**src/rtl/core/buddy_page_allocator_top_macros.svh**
```systemverilog
// Assertion macros for the buddy page allocator top level.
`ifndef BUDDY_PAGE_ALLOCATOR_TOP_MACROS_SVH
`define BUDDY_PAGE_ALLOCATOR_TOP_MACROS_SVH

// Same-cycle implication, checked at every rising clock edge outside reset.
`define BPA_ASSERT_NOW(lbl, ante, cons, msg) \
   lbl: assert property (@(posedge clock) disable iff (reset) (ante) |-> (cons)) \
      else $error(msg);

// Next-cycle implication, checked at every rising clock edge outside reset.
`define BPA_ASSERT_NEXT(lbl, ante, cons, msg) \
   lbl: assert property (@(posedge clock) disable iff (reset) (ante) |=> (cons)) \
      else $error(msg);

`endif

```
**src/rtl/core/bpa_pkg.sv**
```systemverilog
// Shared types, codes and helpers of the buddy page allocator.
package bpa_pkg;

   localparam int FUNC_W   = 3;
   localparam int RANK_W   = 5;
   localparam int PAGE_W   = 13;
   localparam int STATUS_W = 2;
   localparam int BLOCK_W  = 12;
   localparam int VALUE_W  = 13;
   localparam int POOL_W   = 13;
   // wide enough for any block size, page index or pool size
   localparam int SIZE_W   = 18;

   localparam logic [FUNC_W-1:0] FUNC_INIT  = 3'd0;
   localparam logic [FUNC_W-1:0] FUNC_ALLOC = 3'd1;
   localparam logic [FUNC_W-1:0] FUNC_FREE  = 3'd2;
   localparam logic [FUNC_W-1:0] FUNC_QUERY = 3'd3;
   localparam logic [FUNC_W-1:0] FUNC_COUNT = 3'd4;

   localparam logic [STATUS_W-1:0] ST_OK      = 2'd0;
   localparam logic [STATUS_W-1:0] ST_INVAL   = 2'd1;
   localparam logic [STATUS_W-1:0] ST_NOSPACE = 2'd2;

   typedef enum logic [2:0] {
      OP_INIT  = 3'd0,
      OP_ALLOC = 3'd1,
      OP_FREE  = 3'd2,
      OP_QUERY = 3'd3,
      OP_COUNT = 3'd4,
      OP_BAD   = 3'd5
   } op_type;

   typedef struct packed {
      op_type              op;
      logic                rank_ok;
      logic [RANK_W-1:0]   rank;
      logic [PAGE_W-1:0]   page;
   } cmd_type;

   typedef struct packed {
      logic busy;
      logic initialized;
   } stat_type;

   // pages held by a block of rank r
   function automatic logic [SIZE_W-1:0] rank_size(input logic [RANK_W-1:0] r);
      rank_size = SIZE_W'(1) << (r - RANK_W'(1));
   endfunction

endpackage

```
**src/rtl/core/bpa_front.sv**
```systemverilog
// Front end: decodes request words and queues them for the back end.
module bpa_front
   import bpa_pkg::*;
#(
   parameter int TOP_RANK = 16
) (
   input  logic                clock,
   input  logic                reset,
   input  logic                req_valid,
   output logic                req_stall,
   input  logic [FUNC_W-1:0]   req_func,
   input  logic [RANK_W-1:0]   req_rank,
   input  logic [PAGE_W-1:0]   req_page_index,
   output logic                cmd_valid,
   input  logic                cmd_ready,
   output cmd_type             cmd
);

   cmd_type     entry_ff [2];
   logic        wr_ptr_ff, wr_ptr_in;
   logic        rd_ptr_ff, rd_ptr_in;
   logic [1:0]  count_ff, count_in;
   cmd_type     dec;
   logic        push, pop;

   always_comb begin
      dec.rank    = req_rank;
      dec.page    = req_page_index;
      dec.rank_ok = (req_rank != '0) && (req_rank <= RANK_W'(TOP_RANK));
      unique case (req_func)
         FUNC_INIT:  dec.op = OP_INIT;
         FUNC_ALLOC: dec.op = OP_ALLOC;
         FUNC_FREE:  dec.op = OP_FREE;
         FUNC_QUERY: dec.op = OP_QUERY;
         FUNC_COUNT: dec.op = OP_COUNT;
         default:    dec.op = OP_BAD;
      endcase
   end

   assign req_stall = (count_ff == 2'd2);
   assign push      = req_valid && !req_stall;
   assign cmd_valid = (count_ff != 2'd0);
   assign pop       = cmd_valid && cmd_ready;
   assign cmd       = entry_ff[rd_ptr_ff];

   always_comb begin
      wr_ptr_in = push ? !wr_ptr_ff : wr_ptr_ff;
      rd_ptr_in = pop ? !rd_ptr_ff : rd_ptr_ff;
      count_in  = count_ff + 2'(push) - 2'(pop);
   end

   always_ff @(posedge clock) begin
      if (reset) begin
         wr_ptr_ff <= 1'b0;
         rd_ptr_ff <= 1'b0;
         count_ff  <= 2'd0;
      end else begin
         wr_ptr_ff <= wr_ptr_in;
         rd_ptr_ff <= rd_ptr_in;
         count_ff  <= count_in;
      end
   end

   always_ff @(posedge clock) begin
      if (push) begin
         entry_ff[wr_ptr_ff] <= dec;
      end
   end

endmodule

```
**config.mk**
```make
export PLATFORM = sky130hd
export DESIGN_NAME = bpa_front
export DESIGN_NICKNAME = d
export VERILOG_FILES = /design/src/rtl/core/buddy_page_allocator_top_macros.svh /design/src/rtl/core/bpa_pkg.sv /design/src/rtl/core/bpa_front.sv
export SDC_FILE = /design/constraint.sdc
export NUM_CORES = 1
export LEC_CHECK = 0
export BUFFER_PORTS_ARGS = -buffer_cell sky130_fd_sc_hd__buf_2
export CAP_MARGIN = 5
export CORE_MARGIN = 5
export CORE_UTILIZATION = 30
export CTS_BUF_LIST = sky130_fd_sc_hd__clkbuf_2
export DETAILED_ROUTE_END_ITERATION = 6
export PLACE_DENSITY = 0.54
export SYNTH_ARGS = -nofsm -noshare
export SYNTH_HDL_FRONTEND = slang
export SYNTH_SLANG_ARGS = --single-unit
```
**constraint.sdc**
```tcl
create_clock -name clock -period 2.6 [get_ports clock]
set_input_delay 0.26 -clock clock [delete_from_list [all_inputs] [get_ports clock]]
set_output_delay 0.26 -clock clock [all_outputs]
set_load 0.005 [all_outputs]
```
==> summary.md <==
| Metric | Value |
|---|---|
| Status | complete, no violations |
| Post-CTS Hold Buffers | 8 |
| H-Tree Depth | 2 |
| Post-CTS sizing | 0 |
| Critical Path Max Stage Delay | 0.39 ns |
| Row count | 28 |
| CTS tree | done |
| Boundary Pins | 49 |
| Area share of fa/ha/maj cells after synthesis | 1.354% |
| CTS sink cnt | 49 |
| Fin area | 2409 sq um |
| Hold WC Path Type | in -> reg |
| Post-synthesis mux area share | 13.41% |
| Fmax | 542.2 MHz |
| Starting density of the core | 31.03% |
| Port Buf Inserts | 48 |
| Asr flop ratio synth | 0% |
| R2r startpoint | count_ff[0]$_SDFF_PP0_ |
| RSZ-0062 raised after global routing | no |
| Synth Area in Compound Gates | 1.354% |
| Sequential area share after synthesis | 76.91% |
| Crit-path max FO | 22 |
| Routability congestion estimate | 0.7344 |
| Synth top area cells | edfxtp_1 71%, mux2_2 13%, dfxtp_1 5.4% |
| Post-place instance area | 2183 sq um |
| WP buf/inv | 2 |
| Worst Path Arrival | 1.58 ns |
| First-pass GRT wire length | 5126 microns |
| Die height | 88.49 microns |
| Power density cells | 807.6 nW/um^2 |
| Worst slew pin tran | 0.5495 ns |
| Largest family of logic cells by synthesized area | multiplexers |
| Main synth FF type | edfxtp_1 |
| Wire length per cell | 14.22 microns |
| Final setup vio count | 0 |
| Worst skew pair latency | 0.41 ns |
| Sw Ratio | 28.61% |
| Hold Path Sink | entry_ff[0][5]$_DFFE_PP_ |
| Yosys reg bits | 49 |
| Hold depth | 1 |
| HPWL Detailed | 2397 microns |
| Fin. Hold Viols | 0 |
| GRT Util Overall | 8.981% |
| Hold_ws | 0.04455 ns |
| Critical Path End Type | output pin |
| Crit path max-delay cell type | mux2_2 |
| Fraction of synthesized cell area in xor and xnor cells | 1.422% |
| Total die area | 7830 sq um |
| Area Growth Syn to Fin | 30.33% |
| Drt initial violations | 14 |
| Fillers | 581 |
| Core area | 5956 sq um |
| Hold Startpoint | req_page_index[5] |
| Share of post-route cells with drive strength above 1 | 48.55% |
| CTS root buffer | clkbuf_2 |
| Clock Pin Slew Worst Setup and Hold Paths | 0.24 ns |
| 1st-pass router iterations | 4 |
| Share of power burned in registers | 53.7% |
| Mapped Cells | 100 |
| Final worst-path cycle share | 70.93% |
| WL final | 3527 microns |
| N_diodes | 0 |
| Switching power | 0.0005566 W |
| Logic pwr share | 30.5% |
| Leak | 0.9288 nW |
| Syn Nets | 127 |
| Fin crit period | 1.844 ns |
| Cell Chain, Critical Path | buf_4 > mux2_2 > buf_2 |
| Total global routing overflow | 0 |
| Pin count of the biggest net entering global routing | 23 |
| Area of the mapped netlist | 1848 sq um |
| CP top delay family | buffers and inverters |
| Max-cap violations | 0 |
| Max-slew violations | 0 |
| DRT antenna net count | 0 |
| Reg-to-reg slack, setup | 0.77 ns |
| Top-count cell post-synth | edfxtp_1 |
| Area leader, netlist | edfxtp_1 |
| Post-Synth Simple-Gate Area | 3.995% |
| Number of antenna violations at the first check in global routing | 0 |
| CTS Buffer Depth | 2 |
| Clk network pwr share | 15.8% |
| Worst Path Required | 2.34 ns |
| Synth cell types | 24 |
| Fin Clk Skew | 0.01696 ns |
| Final Net Count | 199 |
| Reg-to-Reg End | entry_ff[0][11]$_DFFE_PP_ |
| Number of vias per cell | 4.319 |
| Synth warn | 0 |
| Crit path kind | reg -> out |
| Via count | 1071 |
| Setup TNS | 0 ns |
| Setup WS pre-CTS | 0.8018 ns |
| Setup crit start kind | flip-flop |
| Synth Area per Inst | 18.48 sq um |
| Die W | 88.49 microns |
| Number of global-route vias before repair | 1115 |
| Final worst slack | 0.7558 ns |
| EDFF count, synth | 44 |
| Worst reg2reg path depth | 5 |
| Slew HR | 63.37% |
| Top cell type's share of synthesized area | 71.50% |
| # DRC | 0 |
| Synth cell count leaders | 44 x edfxtp_1, 22 x mux2_2, 5 x dfxtp_1 |
| Overall Power | 0.001945 W |
| CTS buffer count | 5 |
| P_int | 0.001389 W |
| Setup bufs post-CTS | 0 |
| Peak supply drop | 0.3154 mV |
cells by family (layout without fill, tap and decap cells):
family / after synthesis / count (layout)
mux: 22 / 22
xor+xnor: 3 / 3
buf+inv: 7 / 80
simple gates: 13 / 13
flops: 49 / 49
compound gates: 4 / 4
fa+ha+maj: 2 / 2
power groups by stage:
stage	Combinational [W]	Sequential [W]	Clock (W)
floorplan	0.000350	0.00106	0
global placement	0.000572	0.00106	0
detailed placement	0.000592	0.00107	0
CTS	0.000604	0.00105	0.000321
global route	0.000652	0.00106	0.000357
finish	0.000593	0.00105	0.000307
layout make-up:
| type | count | area [sq um] | share of cell area, % |
|---|---|---|---|
| clock buffer | 6 | 30.03 | 1.247 |
| clock inverter | 2 | 15.01 | 0.6234 |
| inverter | 4 | 15.01 | 0.6234 |
| multi-input combinational | 44 | 397.9 | 16.52 |
| sequential | 49 | 1421 | 59.01 |
| tap | 75 | 93.84 | 3.896 |
| timing repair buffer | 68 | 435.4 | 18.08 |
worst max-delay path by stage:
stage                                to  slack, ns  depth (start not counted)
6_report                        cmd[19]       0.76                          3
5_1_grt                          cmd[0]       0.64                          3
4_1_cts                          cmd[0]       0.70                          3
3_5_place_dp   entry_ff[0][6]$_DFFE_PP_       0.80                          5
3_3_place_gp   entry_ff[0][3]$_DFFE_PP_       0.85                          5
2_1_floorplan  entry_ff[0][0]$_DFFE_PP_       0.94                          4
cell usage in the layout, fill, tap and decap left out:
cell and instances:
a21o_1 1, a21oi_1 1, and2_1 1, and3_2 1
buf_2 48, buf_4 2, clkbuf_2 6, clkinvlp_4 2
dfxtp_1 5, dlygate4sd3_1 18, edfxtp_1 44, ha_1 2
inv_1 3, inv_2 1, mux2_2 22, nand2_1 1
nand2b_2 1, nor2_1 3, nor2b_1 2, nor3_1 1
nor4_1 1, o21a_1 1, o21ai_0 1, or2_2 1
or3_1 1, xnor2_1 2, xor2_1 1
registers in the layout, summed over array words and instances, names as in the netlist, named ones only:
register   count
wr_ptr_ff      1
entry_ff      44
count_ff       2
rd_ptr_ff      1
metrics by stage:
| stage | utilization (%) | cells |
|---|---|---|
| global route | 40.44 | 248 |
| finish | 40.44 | 248 |
| global placement | 36.66 | 222 |
| floorplan | - | 100 |
| CTS | 38.76 | 238 |
| detailed placement | 36.66 | 222 |
per-layer routing:
metal | vias to the layer above | track usage, % | part of all wire (%)
met1 | 513 | 9.679 | 40
li1 | 515 | - | -
met3 | 7 | 3.631 | 7.7
met5 | - | 0 | 0
met2 | 36 | 15.50 | 50
met4 | 0 | 3.984 | 1.7
No activity file was read; power rests on OpenSTA's default activity.
